File: src/a2u_pkg.sv
// Shared types, constants and character decode for the ASCII to u64 parser.
package a2u_pkg;

    localparam int MAX_LEN = 4095;
    localparam int POS_W   = $clog2(MAX_LEN + 2);
    localparam int END_W   = 12;
    localparam int VAL_W   = 64;
    localparam int BASE_W  = 6;
    localparam int DIG_W   = 6;
    localparam int PROD_W  = VAL_W + BASE_W;

    localparam logic [BASE_W-1:0] BASE_RESET = BASE_W'(16);
    localparam logic [BASE_W-1:0] BASE_AUTO  = BASE_W'(0);
    localparam logic [BASE_W-1:0] BASE_OCT   = BASE_W'(8);
    localparam logic [BASE_W-1:0] BASE_DEC   = BASE_W'(10);
    localparam logic [BASE_W-1:0] BASE_HEX   = BASE_W'(16);

    localparam logic [7:0] CH_SPACE = 8'h20;
    localparam logic [7:0] CH_MINUS = 8'h2D;
    localparam logic [7:0] CH_PLUS  = 8'h2B;
    localparam logic [7:0] CH_ZERO  = 8'h30;
    localparam logic [7:0] CH_NINE  = 8'h39;
    localparam logic [7:0] CH_UP_A  = 8'h41;
    localparam logic [7:0] CH_UP_Z  = 8'h5A;
    localparam logic [7:0] CH_LO_A  = 8'h61;
    localparam logic [7:0] CH_LO_Z  = 8'h7A;
    localparam logic [7:0] CH_LO_X  = 8'h78;
    localparam logic [7:0] CH_UP_X  = 8'h58;

    typedef enum logic [2:0] {
        PH_DONE,
        PH_LEAD,
        PH_SIGNED,
        PH_ZERO,
        PH_HEXPFX,
        PH_DIGITS
    } phase_t;

    typedef struct packed {
        logic [7:0] ch;
        logic       start_req;
    } char_beat_t;

    typedef struct packed {
        logic [VAL_W-1:0] value;
        logic [END_W-1:0] end_index;
        logic             overflowed;
        logic             found_digits;
    } res_beat_t;

    function automatic logic is_alnum(input logic [7:0] c);
        return (c >= CH_ZERO && c <= CH_NINE) || (c >= CH_UP_A && c <= CH_UP_Z)
            || (c >= CH_LO_A && c <= CH_LO_Z);
    endfunction

    // Digit value of 0-9, A-Z, a-z; don't care for anything else.
    function automatic logic [DIG_W-1:0] dig_val(input logic [7:0] c);
        logic [7:0] d;
        if (c >= CH_ZERO && c <= CH_NINE)
            d = c - CH_ZERO;
        else if (c >= CH_UP_A && c <= CH_UP_Z)
            d = c - (CH_UP_A - 8'd10);
        else if (c >= CH_LO_A && c <= CH_LO_Z)
            d = c - (CH_LO_A - 8'd10);
        else
            d = 8'd0;
        return d[DIG_W-1:0];
    endfunction

endpackage

File: src/ascii_to_u64_parser.sv
// Top level of the ASCII to unsigned 64-bit parser.
//
//  channel   | handshake              | payload
//  ----------+------------------------+--------------------------------------------
//  char      | char_valid, char_stall | ch, start_req
//  result    | res_valid, res_stall   | value, end_index, overflowed, found_digits
//  config    | cfg_we                 | cfg_data (number_base)
//
// One character beat is taken per cycle while char_stall is low; the throughput limit
// is the accumulator loop, one 64x6 multiply-add with overflow check per clock.
// A result is offered after its ending beat passes the input and result registers.
// Reset clears all parse state, sets number_base to 16 and leaves the parser
// waiting for a start beat. A stalled result holds the pipeline; an empty input register
// still takes one more beat before char_stall rises.
module ascii_to_u64_parser (
    input  logic                       clk,
    input  logic                       rst_n,
    input  logic                       cfg_we,
    input  logic [a2u_pkg::BASE_W-1:0] cfg_data,
    input  logic                       char_valid,
    output logic                       char_stall,
    input  logic [7:0]                 ch,
    input  logic                       start_req,
    output logic                       res_valid,
    input  logic                       res_stall,
    output logic [a2u_pkg::VAL_W-1:0]  value,
    output logic [a2u_pkg::END_W-1:0]  end_index,
    output logic                       overflowed,
    output logic                       found_digits
);
    import a2u_pkg::*;

    char_beat_t char_in;
    char_beat_t beat;
    logic       beat_vld;
    logic       busy;
    logic       advance;
    logic       fire;
    logic       core_vld;
    res_beat_t  core_res;
    res_beat_t  res_out;

    assign char_in.ch        = ch;
    assign char_in.start_req = start_req;

    // Advance the held beat whenever the result register can take a new result.
    assign advance = !busy;
    assign fire    = beat_vld && advance;

    a2u_in_stage u_in (
        .clk        (clk),
        .rst_n      (rst_n),
        .char_valid (char_valid),
        .char_stall (char_stall),
        .char_in    (char_in),
        .advance    (advance),
        .beat_vld   (beat_vld),
        .beat       (beat)
    );

    a2u_core u_core (
        .clk      (clk),
        .rst_n    (rst_n),
        .cfg_we   (cfg_we),
        .cfg_data (cfg_data),
        .fire     (fire),
        .beat     (beat),
        .res_vld  (core_vld),
        .res      (core_res)
    );

    a2u_out_stage u_out (
        .clk        (clk),
        .rst_n      (rst_n),
        .res_in_vld (core_vld),
        .res_in     (core_res),
        .busy       (busy),
        .res_valid  (res_valid),
        .res_stall  (res_stall),
        .res_out    (res_out)
    );

    assign value        = res_out.value;
    assign end_index    = res_out.end_index;
    assign overflowed   = res_out.overflowed;
    assign found_digits = res_out.found_digits;

endmodule

File: src/a2u_in_stage.sv
// Input register for character beats.
module a2u_in_stage (
    input  logic                clk,
    input  logic                rst_n,
    input  logic                char_valid,
    output logic                char_stall,
    input  a2u_pkg::char_beat_t char_in,
    input  logic                advance,
    output logic                beat_vld,
    output a2u_pkg::char_beat_t beat
);
    import a2u_pkg::*;

    logic       vld_reg;
    logic       vld_next;
    char_beat_t beat_reg;
    logic       take;

    // Hold the input only while a held beat cannot advance.
    assign char_stall = vld_reg && !advance;
    assign take       = char_valid && !char_stall;

    always_comb
    begin
        if (take)
            vld_next = 1'b1;
        else if (advance)
            vld_next = 1'b0;
        else
            vld_next = vld_reg;
    end

    always_ff @(posedge clk or negedge rst_n)
    begin
        if (!rst_n)
            vld_reg <= 1'b0;
        else
            vld_reg <= vld_next;
    end

    always_ff @(posedge clk)
    begin
        if (take)
            beat_reg <= char_in;
    end

    assign beat_vld = vld_reg;
    assign beat     = beat_reg;

endmodule

File: src/a2u_core.sv
// Parse state and one-character step: sign, prefix, digit multiply-add, result.
module a2u_core (
    input  logic                       clk,
    input  logic                       rst_n,
    input  logic                       cfg_we,
    input  logic [a2u_pkg::BASE_W-1:0] cfg_data,
    input  logic                       fire,
    input  a2u_pkg::char_beat_t        beat,
    output logic                       res_vld,
    output a2u_pkg::res_beat_t         res
);
    import a2u_pkg::*;

    logic [BASE_W-1:0] nbase_reg;
    logic [VAL_W-1:0]  acc_reg, acc_next;
    phase_t            ph_reg, ph_next;
    logic              neg_reg, neg_next;
    logic              seen_reg, seen_next;
    logic              ovf_reg, ovf_next;
    logic [POS_W-1:0]  pos_reg, pos_next;
    logic [BASE_W-1:0] base_reg, base_next;

    logic [VAL_W-1:0]  acc_cur;
    phase_t            ph_cur;
    logic              neg_cur, seen_cur, ovf_cur;
    logic [POS_W-1:0]  pos_cur;
    logic [BASE_W-1:0] base_cur;

    logic [7:0]        c;
    logic [DIG_W-1:0]  dv;
    logic              alnum;
    logic [BASE_W-1:0] tb_raw, tb;
    logic [PROD_W-1:0] prod;
    logic              dig_ok;
    logic              do_take, do_emit, idle_step;
    logic              emit_seen;
    logic [POS_W-1:0]  emit_pos, end_clamp;

    always_ff @(posedge clk or negedge rst_n)
    begin
        if (!rst_n)
            nbase_reg <= BASE_RESET;
        else if (cfg_we)
            nbase_reg <= cfg_data;
    end

    // A start beat restarts the state before the step looks at it.
    assign c        = beat.ch;
    assign acc_cur  = beat.start_req ? '0 : acc_reg;
    assign ph_cur   = beat.start_req ? PH_LEAD : ph_reg;
    assign neg_cur  = beat.start_req ? 1'b0 : neg_reg;
    assign seen_cur = beat.start_req ? 1'b0 : seen_reg;
    assign ovf_cur  = beat.start_req ? 1'b0 : ovf_reg;
    assign pos_cur  = beat.start_req ? '0 : pos_reg;
    assign base_cur = beat.start_req ? nbase_reg : base_reg;

    assign dv    = dig_val(c);
    assign alnum = is_alnum(c);

    always_comb
    begin
        if (ph_cur == PH_ZERO && base_cur == BASE_AUTO)
            tb_raw = BASE_OCT;
        else
            tb_raw = base_cur;
    end

    assign tb     = (tb_raw == BASE_AUTO) ? BASE_DEC : tb_raw;
    assign prod   = PROD_W'(acc_cur) * PROD_W'(tb) + PROD_W'(dv);
    assign dig_ok = alnum && (dv < tb);

    always_comb
    begin
        acc_next  = acc_cur;
        ph_next   = ph_cur;
        neg_next  = neg_cur;
        seen_next = seen_cur;
        ovf_next  = ovf_cur;
        base_next = base_cur;
        do_take   = 1'b0;
        do_emit   = 1'b0;
        emit_seen = seen_cur;
        emit_pos  = pos_cur;
        idle_step = 1'b0;

        case (ph_cur)
            PH_LEAD:
            begin
                if (c == CH_SPACE)
                    ph_next = PH_LEAD;
                else if (c == CH_MINUS)
                begin
                    neg_next = 1'b1;
                    ph_next  = PH_SIGNED;
                end
                else if (c == CH_PLUS)
                    ph_next = PH_SIGNED;
                else if (c == CH_ZERO && (base_cur == BASE_AUTO || base_cur == BASE_HEX))
                    ph_next = PH_ZERO;
                else
                    do_take = 1'b1;
            end
            PH_SIGNED:
            begin
                if (c == CH_ZERO && (base_cur == BASE_AUTO || base_cur == BASE_HEX))
                    ph_next = PH_ZERO;
                else
                    do_take = 1'b1;
            end
            PH_ZERO:
            begin
                if (c == CH_LO_X || c == CH_UP_X)
                begin
                    base_next = BASE_HEX;
                    ph_next   = PH_HEXPFX;
                end
                else
                begin
                    // The leading zero counts as a digit.
                    seen_next = 1'b1;
                    emit_seen = 1'b1;
                    do_take   = 1'b1;
                end
            end
            PH_HEXPFX:
            begin
                if (alnum && dv < DIG_W'(16))
                    do_take = 1'b1;
                else
                begin
                    // Bare prefix: report the zero, end at the 'x'.
                    seen_next = 1'b1;
                    emit_seen = 1'b1;
                    do_emit   = 1'b1;
                    emit_pos  = pos_cur - POS_W'(1);
                end
            end
            PH_DIGITS:
                do_take = 1'b1;
            default:
                idle_step = 1'b1;
        endcase

        if (do_take)
        begin
            base_next = tb;
            if (!dig_ok)
                do_emit = 1'b1;
            else
            begin
                if (ovf_cur || (|prod[PROD_W-1:VAL_W]))
                    ovf_next = 1'b1;
                else
                    acc_next = prod[VAL_W-1:0];
                seen_next = 1'b1;
                ph_next   = PH_DIGITS;
            end
        end

        if (do_emit)
            ph_next = PH_DONE;
    end

    always_comb
    begin
        if (idle_step)
            pos_next = pos_reg;
        else if (pos_cur <= POS_W'(MAX_LEN))
            pos_next = pos_cur + POS_W'(1);
        else
            pos_next = pos_cur;
    end

    assign end_clamp = (emit_pos > POS_W'(MAX_LEN)) ? POS_W'(MAX_LEN) : emit_pos;

    always_comb
    begin
        if (ovf_cur)
            res.value = '1;
        else if (emit_seen)
            res.value = neg_cur ? (VAL_W'(0) - acc_cur) : acc_cur;
        else
            res.value = '0;
        res.end_index    = emit_seen ? END_W'(end_clamp) : '0;
        res.overflowed   = ovf_cur;
        res.found_digits = emit_seen;
    end

    assign res_vld = fire && do_emit;

    always_ff @(posedge clk or negedge rst_n)
    begin
        if (!rst_n)
        begin
            acc_reg  <= '0;
            ph_reg   <= PH_DONE;
            neg_reg  <= 1'b0;
            seen_reg <= 1'b0;
            ovf_reg  <= 1'b0;
            pos_reg  <= '0;
            base_reg <= '0;
        end
        else if (fire)
        begin
            acc_reg  <= acc_next;
            ph_reg   <= ph_next;
            neg_reg  <= neg_next;
            seen_reg <= seen_next;
            ovf_reg  <= ovf_next;
            pos_reg  <= pos_next;
            base_reg <= base_next;
        end
    end

endmodule

File: src/a2u_out_stage.sv
// Result register with stall hold.
module a2u_out_stage (
    input  logic               clk,
    input  logic               rst_n,
    input  logic               res_in_vld,
    input  a2u_pkg::res_beat_t res_in,
    output logic               busy,
    output logic               res_valid,
    input  logic               res_stall,
    output a2u_pkg::res_beat_t res_out
);
    import a2u_pkg::*;

    logic      vld_reg, vld_next;
    res_beat_t res_reg;

    assign busy = vld_reg && res_stall;

    always_comb
    begin
        if (res_in_vld)
            vld_next = 1'b1;
        else if (!res_stall)
            vld_next = 1'b0;
        else
            vld_next = vld_reg;
    end

    always_ff @(posedge clk or negedge rst_n)
    begin
        if (!rst_n)
            vld_reg <= 1'b0;
        else
            vld_reg <= vld_next;
    end

    always_ff @(posedge clk)
    begin
        if (res_in_vld)
            res_reg <= res_in;
    end

    assign res_valid = vld_reg;
    assign res_out   = res_reg;

endmodule

File: config.mk
export PLATFORM = sky130hd
export DESIGN_NAME = ascii_to_u64_parser
export DESIGN_NICKNAME = d
export VERILOG_FILES = /design/src/a2u_pkg.sv /design/src/ascii_to_u64_parser.sv /design/src/a2u_in_stage.sv /design/src/a2u_core.sv /design/src/a2u_out_stage.sv
export SDC_FILE = /design/constraint.sdc
export NUM_CORES = 1
export LEC_CHECK = 0
export BUFFER_PORTS_ARGS = -buffer_cell sky130_fd_sc_hd__buf_4
export CAP_MARGIN = 20
export CORE_ASPECT_RATIO = 1.2
export CORE_MARGIN = 1
export CORE_UTILIZATION = 70
export CTS_CLUSTER_DIAMETER = 150
export CTS_CLUSTER_SIZE = 16
export DETAILED_ROUTE_END_ITERATION = 10
export GPL_ROUTABILITY_DRIVEN = 1
export GPL_TIMING_DRIVEN = 0
export PLACE_DENSITY = 0.89
export SLEW_MARGIN = 10
export SYNTH_ARGS = -nofsm -noshare
export SYNTH_HDL_FRONTEND = slang
export SYNTH_HIERARCHICAL = 1
export SYNTH_SLANG_ARGS = --single-unit
File: constraint.sdc
create_clock -name clk -period 11.22 [get_ports clk]
set_input_delay 0.561 -clock clk [delete_from_list [all_inputs] [get_ports clk]]
set_output_delay 0.561 -clock clk [all_outputs]
set_load 0.005 [all_outputs]
==> impl.org <==
** Drt
- 1st-iter DRT viols :: 3124
- For this run, design rule violations remaining after detail routing come to 0.
- Detailed-route wire length :: 84400 um
- Post-route ant nets :: 0
- Number of vias per cell :: 6.92
- Summing over every cut layer, the via total after detailed routing is 22079.
- Mean routed wirelength per cell :: 26.4 um
- First-pass DRT Iterations :: 8

** Worst setup path
- For the worst setup path, the data arrival time is 11.28 ns.
- Worst r2r src :: u_in/beat[0]$_DFFE_PP_
- For this design, the slowest cell found on the critical path is sky130_fd_sc_hd__clkbuf_1.
- The worst register-to-register path ends at u_core/acc_reg[46]$_DFFE_PN0P_.
- At the worst endpoint, the required time is 11.55 ns.
- Critical Path End :: u_core/acc_reg[46]$_DFFE_PN0P_
- Startpoint type of the worst setup path :: flip-flop
- In this design, the stage delay of the slowest critical-path cell is 0.67 ns.
- Measured in cells, the most critical reg-to-reg path has a length of 29.
- In this run the worst setup path begins at u_in/beat[0]$_DFFE_PP_.
- Critical Path Sink Type :: flip-flop
- Critical path peak fanout :: 11
- Worst Path Class, Setup :: reg -> reg
- By instance count, the cell type seen most on the critical path is sky130_fd_sc_hd__fa_1.
- R2R setup slack :: 0.28 ns

** Min path
- In this run the worst hold path is classified as in -> reg.

** Logic synthesis
- After synthesis, the mean cell area works out to 9.05 um^2.
- For this run, the leading register cell type out of synthesis is sky130_fd_sc_hd__dfrtp_1.
- Yosys printed 6 warnings.
- Sorting the synthesized cells by area gives the leading types as sky130_fd_sc_hd__fa_1 (21%), sky130_fd_sc_hd__edfxtp_1 (11%), sky130_fd_sc_hd__dfrtp_1 (10%).
- Cell taking the most area after synthesis :: sky130_fd_sc_hd__fa_1
- Part of the Yosys area used for sequential elements :: 21.4%
- Count of flip-flops with a built-in enable after synthesis :: 87
- Synthesis inferred 184 register bits.
- In this run, distinct cell masters in the synthesized netlist total 89.
- Synthesized netlist cell count :: 2600
- Top-area cell type share of the netlist area :: 21.4%
- The number of nets in the synthesized netlist is 3034.
- Combined area of all synthesized cells :: 23500 um^2
- Of all flip-flops after synthesis, the portion carrying an async set or reset was 52.7%.

** Clocking
- TritonCTS built the clock tree.
- Clock-pin slew was measured on the worst setup and hold paths at 0.07 ns.
- Clock tree synthesis inserted a total of 17 buffers.
- At the later pin of the worst-skew pair, clock insertion delay measures 0.47 ns.
- Counting every sink on the clock net gives 184.
- Max clock buf depth :: 2
- The tree is rooted in a sky130_fd_sc_hd__clkbuf_16.
- H-tree level count :: 4

** STA
- The number of hold violations in the final report was 0.
- Unrepaired setup endpoints after global routing :: no
- The max-slew violation count is 0.
- Max-slew headroom :: 20.9%
- Worst hold slack across all endpoints :: 0.266 ns
- In the post-route analysis, the smallest setup slack over all paths is 0.279 ns.
- Subtracting the final worst setup slack from the clock period gives 10.94 ns.
- At the pin with the least slew margin, the transition time is 1.19 ns.
- Final clock period utilization by the worst path :: 97.5%
- Setup violations remaining at the end of the flow were counted as 0.
- Worst clock skew :: 0.0135 ns
- Derived from the worst setup path, the maximum achievable clock frequency is 91.4 MHz.
- Setup TNS Final :: 0 ns

** Global routing
- First-pass GRT wire length :: 128000 um
- The number of antenna violations at the first check in global routing is 2.
- Overflow left after global routing :: 0
- Maximum number of pins on one net before global-route repair :: 74
- Global-route usage over all layers :: 50.5%
- Number of global-route vias before repair :: 22370

** Floorplanning
- Number of primary I/O pins :: 100
- From left edge to right edge, the die measures 169 um.
- Overall die height :: 203 um
- Placeable core region :: 33200 um^2
- The die covers 34400 um^2.
- After floorplanning, the core was divided into 73 placement rows.
- The initial utilization of the core area, before any placement, comes to 71.0%.

** Finish
- Most frequent standard cell in the layout excluding fill and tap cells :: sky130_fd_sc_hd__fa_1
- Leaving out fill and tap cells, the most frequent cells in the layout are sky130_fd_sc_hd__fa_1 (252), sky130_fd_sc_hd__nand2_1 (251), sky130_fd_sc_hd__and2_1 (232).
- For this run, the post-layout net count is 3159.
- Flip-flop count of the largest register, all copies and words added :: 78
- Syn-to-layout area delta :: 8.64%
- Fraction of final layout cells with drive strength greater than 1 :: 7.23%

** Place
- Worst slack at placement :: 0.775 ns
- Routability-driven placement finished with a final weighted congestion of 1.10.
- The count of buffers added on input and output ports is 98.
- The wire-length estimate of the detail-placed layout is 65100 um.

** Flow run
- Across the run, the number of max-cap violations was 0.

** Pwr
- Maximum vdd drop :: 0.108 mV
- For this design the static power due to leakage is 0.0122 uW.
- Power spread over the standard cell area amounts to 97.4 nW/um^2.

** Status
- The run finished with clean final reports.
[critical path, delay by kind of cell (launching register included)]
kind	cells	cell delay [ns]
buffers and inverters	12	3.72
adders and majority gates	5	2.39
and+or+nand+nor	6	2.05
AOI/OAI and AO/OA	4	1.60
DFF	1	0.43
muxes	1	0.36
xor gates and xnor gates	1	0.20
[through the flow]
| step | total power, uW | utilization, % | instances | area (um^2) |
|---|---|---|---|---|
| 5_1_grt | 2540 | 77.1 | 3188 | 25600 |
| 4_1_cts | 2430 | 77.1 | 3186 | 25500 |
| 3_5_place_dp | 1800 | 75.2 | 3153 | 24900 |
| 2_1_floorplan | 1350 | - | 2600 | 23500 |
| 3_3_place_gp | 1770 | 74.9 | 3148 | 24800 |
| 6_report | 2490 | 77.1 | 3192 | 25600 |
[cell usage after synthesis, types with 10 or more instances]
master	number
sky130_fd_sc_hd__and2_1	232
sky130_fd_sc_hd__xnor2_1	82
sky130_fd_sc_hd__o21a_1	10
sky130_fd_sc_hd__o21ai_0	106
sky130_fd_sc_hd__ha_1	162
sky130_fd_sc_hd__buf_1	15
sky130_fd_sc_hd__buf_2	10
sky130_fd_sc_hd__xor2_1	50
sky130_fd_sc_hd__inv_1	82
sky130_fd_sc_hd__or3_1	10
sky130_fd_sc_hd__nor3_1	34
sky130_fd_sc_hd__nand2_1	251
sky130_fd_sc_hd__dfrtp_1	96
sky130_fd_sc_hd__o21bai_1	15
sky130_fd_sc_hd__fa_1	252
sky130_fd_sc_hd__a31oi_1	27
sky130_fd_sc_hd__nor2b_1	56
sky130_fd_sc_hd__nor4_1	20
sky130_fd_sc_hd__nand4_1	29
sky130_fd_sc_hd__nor2_1	219
sky130_fd_sc_hd__and3_1	83
sky130_fd_sc_hd__nand2b_1	15
sky130_fd_sc_hd__o32ai_1	11
sky130_fd_sc_hd__a21o_1	34
sky130_fd_sc_hd__clkbuf_1	158
sky130_fd_sc_hd__edfxtp_1	87
sky130_fd_sc_hd__mux2i_1	65
sky130_fd_sc_hd__nand3_1	31
sky130_fd_sc_hd__a21oi_1	179
sky130_fd_sc_hd__o31ai_1	23
[power breakdown]
part           switching, uW  internal, uW  leakage, uW
clock network            300           333     0.000298
registers               63.3           825      0.00216
logic                    703           267      0.00972
total                   1070          1430       0.0122
[timing repair]
item / in CTS / in global routing
hold buffers: 1 / 0
gates resized for setup: 0 / 3
setup endpoints to repair: 0 / 2
hold endpoints to repair: 23 / 0
setup buffers: 0 / 0
[cell type report]
cell class | count | area, um^2
Antenna cell | 4 | 10.0
Buffer | 194 | 872
Clock buffer | 20 | 468
Clock inverter | 12 | 131
Fill cell | 2375 | 7580
Inverter | 85 | 319
Multi-Input combinational cell | 2137 | 17300
Sequential cell | 184 | 5040
Tap cell | 450 | 563
Timing Repair Buffer | 106 | 846
[how the worst min path moves through the flow]
stage                                          endpoint  slack, ns                        start  cells past startpoint
after floorplan           u_core/acc_reg[0]$_DFFE_PN0P_       0.27                        rst_n                      0
after detailed placement  u_core/pos_reg[9]$_DFFE_PN0P_       0.45                        rst_n                      1
after global routing             u_in/beat[2]$_DFFE_PP_       0.26                        ch[1]                      1
after CTS                        u_in/beat[4]$_DFFE_PP_       0.26                        ch[3]                      1
final                            u_in/beat[6]$_DFFE_PP_       0.27                        ch[5]                      1
after global placement      u_out/res_valid$_DFFE_PN0P_       0.48  u_out/res_valid$_DFFE_PN0P_                      1
[kinds of logic (layout without fill, tap and decap cells)]
| kind of cell | after synthesis | count (layout) | synth area share [%] |
|---|---|---|---|
| compound gates | 492 | 492 | 13.0 |
| fa+ha+maj | 415 | 415 | 30.1 |
| buf+inv | 279 | 417 | 5.05 |
| mux | 74 | 74 | 3.19 |
| simple gates | 1024 | 1024 | 22.3 |
| flops | 184 | 184 | 21.4 |
| xor+xnor | 132 | 132 | 4.91 |
| other cells | 0 | 4 | 0 |
[layer usage]
layer	routed length, um	up-vias	global-route usage [%]
li1	-	9191	-
met1	26700	10431	56.2
met2	37500	1873	77.2
met3	11500	584	17.3
met4	8730	0	43.9
met5	0	-	0.725
Power figures use the tool's default switching activity.
